--- src/rtl/rrcm_pkg.sv ---
// ----------------------------------------------------------------------------
// rrcm_pkg
// Shared constants and types for the round-robin crossbar matcher.
// ----------------------------------------------------------------------------
`default_nettype none

package rrcm_pkg;

	// Field layout is fixed at eight ports; NUM_PORTS may be 2..8
	localparam int MAX_PORTS = 8;
	localparam int IDX_W     = 3;
	localparam int REQ_W     = MAX_PORTS * MAX_PORTS;
	localparam int GNT_IDX_W = MAX_PORTS * IDX_W;

	// Active ports; requests and grants beyond this are ignored / zero
	localparam int NUM_PORTS = 8;

	// Scan position: holds up to 2*NUM_PORTS-1
	localparam int POS_W = IDX_W + 2;

	// Round-robin pointer or a grant: valid bit plus input index
	typedef struct packed {
		logic             vld;
		logic [IDX_W-1:0] idx;
	} ptr_t;

endpackage

`default_nettype wire

--- src/rtl/rrcm_arb.sv ---
// ----------------------------------------------------------------------------
// rrcm_arb
// Round-robin grant for one output: first requesting, still unmatched input,
// scanning from one past the last granted input (or from input 0).
// ----------------------------------------------------------------------------
`default_nettype none

module rrcm_arb (
	input  wire logic [rrcm_pkg::MAX_PORTS-1:0] req,
	input  wire logic [rrcm_pkg::MAX_PORTS-1:0] taken,
	input  wire rrcm_pkg::ptr_t                 ptr,
	output rrcm_pkg::ptr_t                      grant
);

	logic [rrcm_pkg::POS_W-1:0] start;
	logic [rrcm_pkg::POS_W-1:0] pos;
	logic                       found;

	// Scan start: one past the pointer, or input 0 when the pointer is empty
	always_comb begin
		if (ptr.vld) begin
			start = rrcm_pkg::POS_W'(ptr.idx) + rrcm_pkg::POS_W'(1);
		end else begin
			start = '0;
		end
	end

	// Wrap-around priority scan over the active inputs
	always_comb begin
		found = 1'b0;
		grant = '0;
		pos   = '0;
		for (int k = 0; k < rrcm_pkg::NUM_PORTS; k++) begin
			pos = start + rrcm_pkg::POS_W'(k);
			if (pos >= rrcm_pkg::POS_W'(rrcm_pkg::NUM_PORTS)) begin
				pos = pos - rrcm_pkg::POS_W'(rrcm_pkg::NUM_PORTS);
			end
			if (!found && req[pos[rrcm_pkg::IDX_W-1:0]] && !taken[pos[rrcm_pkg::IDX_W-1:0]]) begin
				found     = 1'b1;
				grant.vld = 1'b1;
				grant.idx = pos[rrcm_pkg::IDX_W-1:0];
			end
		end
	end

endmodule

`default_nettype wire

--- src/rtl/rrcm_core.sv ---
// ----------------------------------------------------------------------------
// rrcm_core
// Grant chain over all outputs plus the per-output round-robin pointers.
// Pointers advance only when the current slot moves to the result register.
// ----------------------------------------------------------------------------
`default_nettype none

module rrcm_core (
	input  wire logic                           clk,
	input  wire logic                           arst_n,
	input  wire logic                           en,
	input  wire logic [rrcm_pkg::REQ_W-1:0]     req,
	output logic      [rrcm_pkg::MAX_PORTS-1:0] gnt_vld,
	output logic      [rrcm_pkg::GNT_IDX_W-1:0] gnt_idx
);

	rrcm_pkg::ptr_t [rrcm_pkg::NUM_PORTS-1:0]   ptr_q;
	rrcm_pkg::ptr_t [rrcm_pkg::NUM_PORTS-1:0]   grant;
	logic [rrcm_pkg::NUM_PORTS:0][rrcm_pkg::MAX_PORTS-1:0] taken;
	logic [rrcm_pkg::MAX_PORTS-1:0]             any_req;

	assign taken[0] = '0;

	// One arbiter per output, each masking inputs matched by earlier outputs
	for (genvar o = 0; o < rrcm_pkg::NUM_PORTS; o++) begin : g_out
		rrcm_arb u_arb (
			.req   (req[o*rrcm_pkg::MAX_PORTS +: rrcm_pkg::MAX_PORTS]),
			.taken (taken[o]),
			.ptr   (ptr_q[o]),
			.grant (grant[o])
		);

		assign taken[o+1] = grant[o].vld
			? (taken[o] | (rrcm_pkg::MAX_PORTS'(1) << grant[o].idx))
			: taken[o];
	end

	// Pack grants into result fields; unused outputs stay zero
	always_comb begin
		gnt_vld = '0;
		gnt_idx = '0;
		for (int o = 0; o < rrcm_pkg::NUM_PORTS; o++) begin
			gnt_vld[o]                                  = grant[o].vld;
			gnt_idx[o*rrcm_pkg::IDX_W +: rrcm_pkg::IDX_W] = grant[o].idx;
		end
	end

	// Pointer takes the grant, or goes empty with index 0
	always_ff @(posedge clk or negedge arst_n) begin
		if (!arst_n) begin
			ptr_q <= '0;
		end else if (en) begin
			ptr_q <= grant;
		end
	end

	// Per-output "any active request" for the checks below
	always_comb begin
		any_req = '0;
		for (int o = 0; o < rrcm_pkg::NUM_PORTS; o++) begin
			any_req[o] = |req[o*rrcm_pkg::MAX_PORTS +: rrcm_pkg::NUM_PORTS];
		end
	end

	// Each grant claims exactly one distinct input
	a_distinct: assert property (@(posedge clk) disable iff (!arst_n)
		en |-> ($countones(taken[rrcm_pkg::NUM_PORTS]) == $countones(gnt_vld)))
		else $error("rrcm_core: grants do not map to distinct inputs");

	// No grant for an output without requests
	a_grant_req: assert property (@(posedge clk) disable iff (!arst_n)
		en |-> ((gnt_vld & ~any_req) == '0))
		else $error("rrcm_core: grant without request");

	// Pointers hold while the slot is stalled
	a_ptr_hold: assert property (@(posedge clk) disable iff (!arst_n)
		!en |=> $stable(ptr_q))
		else $error("rrcm_core: pointer moved without a slot");

endmodule

`default_nettype wire

--- src/rtl/round_robin_crossbar_matcher.sv ---
// Path: a request matrix waits in the input register and its matching is
// registered in the result register. Throughput: one request matrix per cycle
// unless out_ready stalls the result register; the grant chain and the pointer
// update both finish within the stage between input and result registers.
// Reset: all round-robin pointers empty (scans start at input 0), both pipeline stages empty.
// ----------------------------------------------------------------------------
// round_robin_crossbar_matcher
// Single-iteration round-robin crossbar matcher: one matching per slot.
// ----------------------------------------------------------------------------
`default_nettype none

module round_robin_crossbar_matcher (
	input  wire logic                           clk,
	input  wire logic                           arst_n,
	input  wire logic                           in_valid,
	output logic                                in_ready,
	input  wire logic [rrcm_pkg::REQ_W-1:0]     request_matrix,
	output logic                                out_valid,
	input  wire logic                           out_ready,
	output logic      [rrcm_pkg::MAX_PORTS-1:0] grant_valid,
	output logic      [rrcm_pkg::GNT_IDX_W-1:0] grant_inputs
);

	logic                           valid_s1;
	logic [rrcm_pkg::REQ_W-1:0]     req_s1;
	logic                           adv;
	logic [rrcm_pkg::MAX_PORTS-1:0] gnt_vld;
	logic [rrcm_pkg::GNT_IDX_W-1:0] gnt_idx;

	// Stage moves when the result register is free or being drained
	assign adv      = !out_valid || out_ready;
	assign in_ready = !valid_s1 || adv;

	// Input register
	always_ff @(posedge clk or negedge arst_n) begin
		if (!arst_n) begin
			valid_s1 <= 1'b0;
		end else if (in_ready) begin
			valid_s1 <= in_valid;
		end
	end

	always_ff @(posedge clk) begin
		if (in_valid && in_ready) begin
			req_s1 <= request_matrix;
		end
	end

	rrcm_core u_core (
		.clk     (clk),
		.arst_n  (arst_n),
		.en      (valid_s1 && adv),
		.req     (req_s1),
		.gnt_vld (gnt_vld),
		.gnt_idx (gnt_idx)
	);

	// Result register
	always_ff @(posedge clk or negedge arst_n) begin
		if (!arst_n) begin
			out_valid <= 1'b0;
		end else if (adv) begin
			out_valid <= valid_s1;
		end
	end

	always_ff @(posedge clk) begin
		if (valid_s1 && adv) begin
			grant_valid  <= gnt_vld;
			grant_inputs <= gnt_idx;
		end
	end

	// A stalled slot keeps its requests
	a_s1_hold: assert property (@(posedge clk) disable iff (!arst_n)
		(valid_s1 && !adv) |=> (valid_s1 && $stable(req_s1)))
		else $error("matcher: stalled slot lost");

	// An empty input stage always takes a transaction
	a_s1_ready: assert property (@(posedge clk) disable iff (!arst_n)
		!valid_s1 |-> in_ready)
		else $error("matcher: empty stage not ready");

	// A slot that advances shows up as a result
	a_advance: assert property (@(posedge clk) disable iff (!arst_n)
		(valid_s1 && adv) |=> out_valid)
		else $error("matcher: advanced slot missing on output");

endmodule

`default_nettype wire

--- config.mk ---
export PLATFORM = sky130hd
export DESIGN_NAME = round_robin_crossbar_matcher
export DESIGN_NICKNAME = d
export VERILOG_FILES = /design/src/rtl/rrcm_pkg.sv /design/src/rtl/rrcm_arb.sv /design/src/rtl/rrcm_core.sv /design/src/rtl/round_robin_crossbar_matcher.sv
export SDC_FILE = /design/constraint.sdc
export NUM_CORES = 1
export LEC_CHECK = 0
export BUFFER_PORTS_ARGS = -buffer_cell sky130_fd_sc_hd__clkbuf_2
export CORE_MARGIN = 2
export CORE_UTILIZATION = 50
export DETAILED_ROUTE_END_ITERATION = 16
export GPL_ROUTABILITY_DRIVEN = 0
export PLACE_DENSITY = 0.65
export RECOVER_POWER = 50
export SETUP_SLACK_MARGIN = 0.1
export SYNTH_ARGS = -nofsm -noshare
export SYNTH_HDL_FRONTEND = slang
export SYNTH_SLANG_ARGS = --single-unit
--- constraint.sdc ---
create_clock -name clk -period 27.5 [get_ports clk]
set_input_delay 2.75 -clock clk [delete_from_list [all_inputs] [get_ports clk]]
set_output_delay 2.75 -clock clk [all_outputs]
set_load 0.03 [all_outputs]
# == After elaboration in Yosys (flattened, before gate mapping) ==
# Memories as Yosys holds them, arrays and structs flattened.
# Index checks and enable logic that the tools add are counted.
# op_classes
addsub,128
magnitude_cmp,128
shift,7
n_mux,447
bitwise_logic,6
reduce_logical,246
# op_table
operator,n
1-bit binary-select mux with 3-bit select,120
4-bit two-way mux,72
"5-bit by 4-bit greater-or-equal comparator with 1-bit output, second input constant",56
"3-bit by 4-bit less-than comparator with 1-bit output, second input constant",64
3-bit two-way mux,64
"3-bit by 1-bit subtractor with 3-bit output, second input constant",64
1-bit two-way mux,184
"4-bit by 3-bit adder with 5-bit output, second input constant",32
1-bit logical AND,122
1-bit logical NOT,122
"4-bit by 2-bit adder with 5-bit output, second input constant",16
8-bit two-way mux,7
"1-bit by 3-bit left shift with 8-bit output, first input constant",7
8-bit bitwise OR,6
"4-bit by 1-bit adder with 5-bit output, second input constant",8
"3-bit by 1-bit adder with 4-bit output, second input constant",8
"4-bit greater-or-equal comparator, second input constant",8
1-bit logical OR,2
# totals
register_bits,130
romBits,64
input_bits,68
out_inout_bits,34
word_cells,991
memories,8
# mem_list
name,words,word_bits,rd,rd_ports_with_merged_regs,write_ports,line_no,rtl
(no name shown),8,1,1,0,0,rrcm_arb.sv:38,if (!found && req[pos[rrcm_pkg::IDX_W-1:0]] && !taken[pos[rrcm_pkg::IDX_W-1:0]]) begin
(no name shown),8,1,1,0,0,rrcm_arb.sv:38,
(no name shown),8,1,1,0,0,rrcm_arb.sv:38,
(no name shown),8,1,1,0,0,rrcm_arb.sv:38,
(no name shown),8,1,1,0,0,rrcm_arb.sv:38,
(no name shown),8,1,1,0,0,rrcm_arb.sv:38,
2 more memories,-,-,-,-,-,-,

# == Depth between registers and ports, before layout ==
# logic_depth
ltp_word,288
depth_mapped,69
ltp_nobuf,61

# == Cells and area by module ==
# From an unflattened synthesis, not the netlist that was laid out.
# hier_totals
cells_unflattened,1168
area_unflattened_um2,12157.9
# modules_own_cells
module,instances,cells_each,area_each_um2,seq_area_each_um2
rrcm_arb (u_core.g_out[1].u_arb ...),7,107,864.6,0.0
round_robin_crossbar_matcher,1,104,2986.6,2932.8
rrcm_core,1,207,2260.9,800.8
rrcm_arb (u_core.g_out[0].u_arb),1,108,858.3,0.0

# == Least setup slack after synthesis ==
# No wires, ideal clock.
# synth_timing
path_type,reg-to-reg
start,register u_core.ptr_q[0] in the netlist's numbering
end,register u_core.ptr_q[28] in the netlist's numbering
setup_ns,0.125
arrival_time_ns,15.818
required_time_ns,27.375
slack_ns,11.557
stages_incl_launch_ff,63
path_buffers,6
synth_period_minus_slack_ns,15.943
path_cell_list,dfrtp_1 -> ha_1 -> clkbuf_1 -> nand2_1 -> inv_1 -> clkbuf_1 -> ha_1 -> clkbuf_1 -> mux2_2 -> or2_2 -> nand4_1 -> and3_1 -> buf_2 -> nand2_1 -> o31ai_4 -> nor4_1 -> or4b_4 -> o41ai_4 -> (+27 left out) -> nand4b_2 -> o31a_1 -> a32oi_4 -> xnor2_2 -> a22o_1 -> nand2_1 -> or2_1 -> nor4b_1 -> a31oi_4 -> buf_2 -> o41ai_2 -> o21ai_1 -> a221o_1 -> and2_1 -> or4_1 -> o21ai_0 -> a211oi_2 -> mux2_2
# synth_via
elab_chain_len,288
word_cells_on_any_way,557
cone_classes,16 x add/sub; 8 x order compare; 7 x shift; 272 x mux; 6 x bitwise; 240 x reduce/logical; 8 x memory
# synth_lines
item,line_no,rtl
start: declaration,rrcm_core.sv:17,rrcm_pkg::ptr_t [rrcm_pkg::NUM_PORTS-1:0] ptr_q;
start signal: assignment,rrcm_core.sv:53,ptr_q <= grant;
3-bit by 1-bit adder with 4-bit output (*),rrcm_arb.sv:22,start = rrcm_pkg::POS_W'(ptr.idx) + rrcm_pkg::POS_W'(1);
4-bit two-way mux (*),rrcm_arb.sv:21,if (ptr.vld) begin
branches (longest 34 deep; another with 4-bit by 1-bit adder with 5-bit output),-,
4-bit two-way mux (*),rrcm_arb.sv:38,
1-bit by 3-bit left shift with 8-bit output,rrcm_core.sv:34,? (taken[o] | (rrcm_pkg::MAX_PORTS'(1) << grant[o].idx))
8-bit two-way mux (*),rrcm_core.sv:34,
1-bit binary-select mux with 3-bit select,rrcm_arb.sv:38,
1-bit two-way mux (implied by the code),rrcm_arb.sv:38,
(+211 left out),-,
via gnt_idx (one bit),round_robin_crossbar_matcher.sv:28,logic [rrcm_pkg::GNT_IDX_W-1:0] gnt_idx;
(+27 left out),-,
1-bit two-way mux,rrcm_arb.sv:38,
1-bit logical NOT,rrcm_arb.sv:38,
1-bit logical AND (2 in a row),rrcm_arb.sv:38,
1-bit two-way mux,rrcm_arb.sv:38,
1-bit logical NOT,rrcm_arb.sv:38,
1-bit logical AND (2 in a row),rrcm_arb.sv:38,
4-bit two-way mux (*),rrcm_arb.sv:38,
via gnt_idx (one bit),round_robin_crossbar_matcher.sv:28,
# Mark *: on every way through the listed nets, which the timed path passes. The select of a mux whose other input is x is not followed.
# A chain may end at the register's enable or synchronous reset.

# == Worst setup path after layout ==
# layout_timing
start,register u_core.ptr_q[0] in the netlist's numbering
end,register u_core.ptr_q[31] in the netlist's numbering
# layout_via
elab_chain_len,288
word_cells_on_any_way,557
cone_classes,16 x add/sub; 8 x order compare; 7 x shift; 272 x mux; 6 x bitwise; 240 x reduce/logical; 8 x memory
# layout_lines
item,line_no,rtl
3-bit by 1-bit adder with 4-bit output (*),rrcm_arb.sv:22,
4-bit two-way mux (*),rrcm_arb.sv:21,
branches (longest 34 deep; another with 4-bit by 1-bit adder with 5-bit output),-,
4-bit two-way mux (*),rrcm_arb.sv:38,
1-bit by 3-bit left shift with 8-bit output,rrcm_core.sv:34,
8-bit two-way mux (*),rrcm_core.sv:34,
1-bit binary-select mux with 3-bit select,rrcm_arb.sv:38,
1-bit two-way mux (implied by the code),rrcm_arb.sv:38,
(+67 left out),-,
via gnt_idx (one bit),round_robin_crossbar_matcher.sv:28,
(+36 left out),-,
via gnt_idx (one bit),round_robin_crossbar_matcher.sv:28,
(+108 left out),-,
via gnt_idx (one bit),round_robin_crossbar_matcher.sv:28,
(+27 left out),-,
1-bit two-way mux,rrcm_arb.sv:38,
1-bit logical NOT,rrcm_arb.sv:38,
1-bit logical AND (2 in a row),rrcm_arb.sv:38,
1-bit two-way mux,rrcm_arb.sv:38,
1-bit logical NOT,rrcm_arb.sv:38,
1-bit logical AND (2 in a row),rrcm_arb.sv:38,
4-bit two-way mux (*),rrcm_arb.sv:38,
via gnt_vld (one bit),round_robin_crossbar_matcher.sv:27,logic [rrcm_pkg::MAX_PORTS-1:0] gnt_vld;
# Marked as above.

==> out/summary.md <==
The flow ran to the end, but the final reports show violations. The final reports fail on capacitance limit, slew limit. The commonest register cell after synthesis was sky130_fd_sc_hd__edfxtp_1.

In this run the tightest slew margin relative to its limit is -48.1%. The last element of the critical path was u_core.ptr_q[31]. Setup violations remaining at the end of the flow were counted as 0. After global routing the overflow that remains totals 0. The Yosys warning count is 0. The kind of end point of the critical path is a flop.

The initialized floorplan defines 61 standard-cell rows. Counting flops with an async set or reset pin after synthesis yields a share of 26.2%. After synthesis, flip-flops and latches occupy 26.5% of the total area. Data on the critical path arrives at its endpoint at 20520 ps. After detailed routing, the average wire length per cell comes to 20.6 µm. The later pin in the worst-skew pair is clocked with a latency of 440 ps. The transition time at the pin with the least slew margin works out to 2220 ps.

The total routed wirelength is 43900 µm. For the total number of nets in the final design, the log shows 1823. Yosys mapped a number of flops with a built-in enable equal to 96. After layout, the worst path uses 73.4% of the clock period.

In this run the register-to-register setup slack is 7300 ps. The tools report the area of the core as 27700 µm². The per-cell via count in the routed design came out at 6.79. The path depth of the worst reg2reg path is 58.

Setup repair after global routing left no endpoint under its margin. Cell occurring most often along the worst timing path: sky130_fd_sc_hd__inv_2. Number of primary I/O pins: 102.

The number of global-route vias before repair is 13.2k, and the total die area is 29500 µm². Clock tree synthesis selected as its root buffer the cell sky130_fd_sc_hd__clkbuf_16. The largest single stage delay on the critical path is 890 ps.

The number of buffers inserted for hold repair after clock tree synthesis came out at 0. Clock skew on the completed layout was measured at 8.94 ps. Max-cap check violation count: 1.

TritonCTS built the clock tree. The first global-routing pass estimated 69100 µm of wire. The logs give 0 for the number of hold violations in the final report and 2096 for the number of cells in the design after placement. 0 antenna diodes ended up in the layout.

Entering global routing, the biggest net connects 65 pins. Once the floorplan was initialized, standard cells occupied 50.8% of the core. The worst setup path is launched from a flop. The number of distinct library cell variants in the gate-level netlist after synthesis is 129, and the area growth from synthesis to final layout is 9.23%. The die span in x is 172 µm. Summing all placed instances gives a cell area of 14800 µm².

A synthesized cell averages 8.34 µm². The run gives 14.4k as the total via count after detailed routing. The tools report the number of nets produced by synthesis as 1773.

The maximum fanout along the worst path works out to 22. Clock-pin slew was measured on the worst setup and hold paths at 60 ps. The startpoint-to-endpoint class of the critical path was flop to flop. Data on the critical path is required at its endpoint by 27820 ps.

The logs give 0 for the number of antenna violations at the first check in global routing and 55.5% for the utilization after layout. The critical path starts at u_core.ptr_q[0]. The clock passes through at most 2 buffers.

The first-iteration detailed-routing DRC count was 1820. The routed design could run at a clock period as short as 20200 ps. Cells with a size suffix above 1 make up 13.8% of the layout. After detailed routing, the number of remaining DRC violations is 0. The run gives 0 as the number of routed nets with antenna violations.

The tools report the final cell area excluding filler cells as 15400 µm². Static timing analysis puts the maximum clock frequency at 49.5 MHz. Port buffering added 101 buffers.

The pre-antenna-repair detailed-routing pass consisted of 8 iterations. The finished layout holds 2128 standard cells, fillers aside. For the post-synth design cell area, the log shows 14100 µm². The clock drives 130 sinks.

The clock tree synthesis step divided the H-tree into 4 levels. The max-slew violation total from the final report is 35. Once the clock tree was built, the resizer swapped 0 gates to a different size.

In this run, synthesis produced a sequential element count of 130. The worst-path cell with the longest stage delay is sky130_fd_sc_hd__o21ai_1. In the final timing run, aggregate negative setup slack is 0 ps. For the combined global-route utilization of all metal layers, the log shows 29.5%.

The HPWL after detailed placement came out at 32700 µm. The class of the worst hold path is flop to flop. The filler cells instantiated in the layout total 2549. The TritonCTS buffer count is 17, and the number of cells produced by synthesis is 1687.

The floorplan step set the die height to 172 µm. The number of setup buffers added after CTS is 0. In this run the critical register-to-register path is launched from u_core.ptr_q[0]. The end of the worst register-to-register path is u_core.ptr_q[31].
metrics by stage:
stage                     setup WS (ps)  hold WS [ps]
after floorplan                   11560           450
after global placement             8770           466
after detailed placement           7970           472
after CTS                          7870           487
after global routing               5770           516
final                              7300           483
sequential cells by signal, summed over array words and instances (netlist names):
name and flops:
u_core.ptr_q 32, valid_s1 1, req_s1 64, grant_inputs 24
out_valid 1, grant_valid 8
critical path, delay by kind of cell (launching register included):
family,cells,cell delay (ps)
flip-flops,1,510
AO/OA/AOI/OAI,27,10160
multiplexers,2,580
AND/OR/NAND/NOR,20,5730
buffers and inverters,5,1110
XOR/XNOR,2,1010
adder cells (fa/ha/maj),2,920
final cells by class:
type / instances / area [µm²] / area share (%)
Clock inverter: 14 / 209 / 1.36
Clock buffer: 18 / 429 / 2.79
Multi-Input combinational cell: 1421 / 9770 / 63.6
Timing Repair Buffer: 111 / 542 / 3.53
Inverter: 56 / 210 / 1.37
Sequential cell: 130 / 3730 / 24.3
Tap cell: 378 / 473 / 3.08
logic make-up after synthesis:
logic type	share of synthesized area [%]
simple gates	24.1
xor+xnor	3.56
compound gates	31.9
fa+ha+maj	1.60
mux	8.28
buf+inv	4.03
flops	26.5
synthesized netlist by cell type (15+ instances only):
| cell type | instances | share of area, % |
|---|---|---|
| sky130_fd_sc_hd__a211oi_1 | 24 | 1.3 |
| sky130_fd_sc_hd__a21o_1 | 23 | 1.2 |
| sky130_fd_sc_hd__a21oi_1 | 86 | 3.1 |
| sky130_fd_sc_hd__a22oi_1 | 15 | 0.80 |
| sky130_fd_sc_hd__a31oi_1 | 41 | 1.8 |
| sky130_fd_sc_hd__and2_1 | 43 | 1.9 |
| sky130_fd_sc_hd__and3_1 | 25 | 1.1 |
| sky130_fd_sc_hd__clkbuf_1 | 52 | 1.4 |
| sky130_fd_sc_hd__dfrtp_1 | 34 | 6.0 |
| sky130_fd_sc_hd__edfxtp_1 | 96 | 20 |
| sky130_fd_sc_hd__ha_1 | 18 | 1.6 |
| sky130_fd_sc_hd__inv_1 | 44 | 1.2 |
| sky130_fd_sc_hd__mux2_2 | 21 | 1.7 |
| sky130_fd_sc_hd__mux2i_1 | 71 | 5.1 |
| sky130_fd_sc_hd__nand2_1 | 223 | 6.0 |
| sky130_fd_sc_hd__nand2b_1 | 35 | 1.6 |
| sky130_fd_sc_hd__nand3_1 | 60 | 2.1 |
| sky130_fd_sc_hd__nor2_1 | 105 | 2.8 |
| sky130_fd_sc_hd__nor2b_1 | 19 | 0.85 |
| sky130_fd_sc_hd__nor3_1 | 41 | 1.5 |
| sky130_fd_sc_hd__o211ai_1 | 37 | 2.0 |
| sky130_fd_sc_hd__o21a_1 | 15 | 0.80 |
| sky130_fd_sc_hd__o21ai_0 | 78 | 2.8 |
| sky130_fd_sc_hd__o21ai_1 | 20 | 0.71 |
| sky130_fd_sc_hd__o22ai_1 | 17 | 0.76 |
| sky130_fd_sc_hd__o31ai_1 | 21 | 1.1 |
| sky130_fd_sc_hd__xnor2_1 | 29 | 1.8 |
| sky130_fd_sc_hd__xor2_1 | 18 | 1.1 |
cells in the final DEF (no fill, tap or decap), drive strengths merged, types with 44 or more instances in the layout:
cell type and count:
o21ai 101, nand3 63, clkbuf 119, a31oi 44, nor2 106, edfxtp 96, mux2i 71, inv 57
nand2 227, a21oi 89, nor3 45
metal layers:
| metal | up-vias | GRT usage (%) | routed length (µm) |
|---|---|---|---|
| li1 | 6642 | - | - |
| met1 | 6810 | 39.2 | 18400 |
| met2 | 837 | 45.9 | 19600 |
| met3 | 154 | 6.30 | 3990 |
| met4 | 0 | 13.7 | 1870 |
| met5 | - | 0 | 0 |
worst min-delay path by stage:
stage / from / to / slack [ps] / cells past startpoint
2_1_floorplan: u_core.ptr_q[5] / u_core.ptr_q[5] / 450 / 2
3_3_place_gp: valid_s1 / out_valid / 470 / 1
3_5_place_dp: valid_s1 / out_valid / 470 / 1
4_1_cts: valid_s1 / out_valid / 490 / 1
5_1_grt: valid_s1 / out_valid / 520 / 1
6_report: valid_s1 / out_valid / 480 / 1
Power is not shown: default switching activity piles up to over one toggle a cycle in this logic, so the estimate is an artifact.
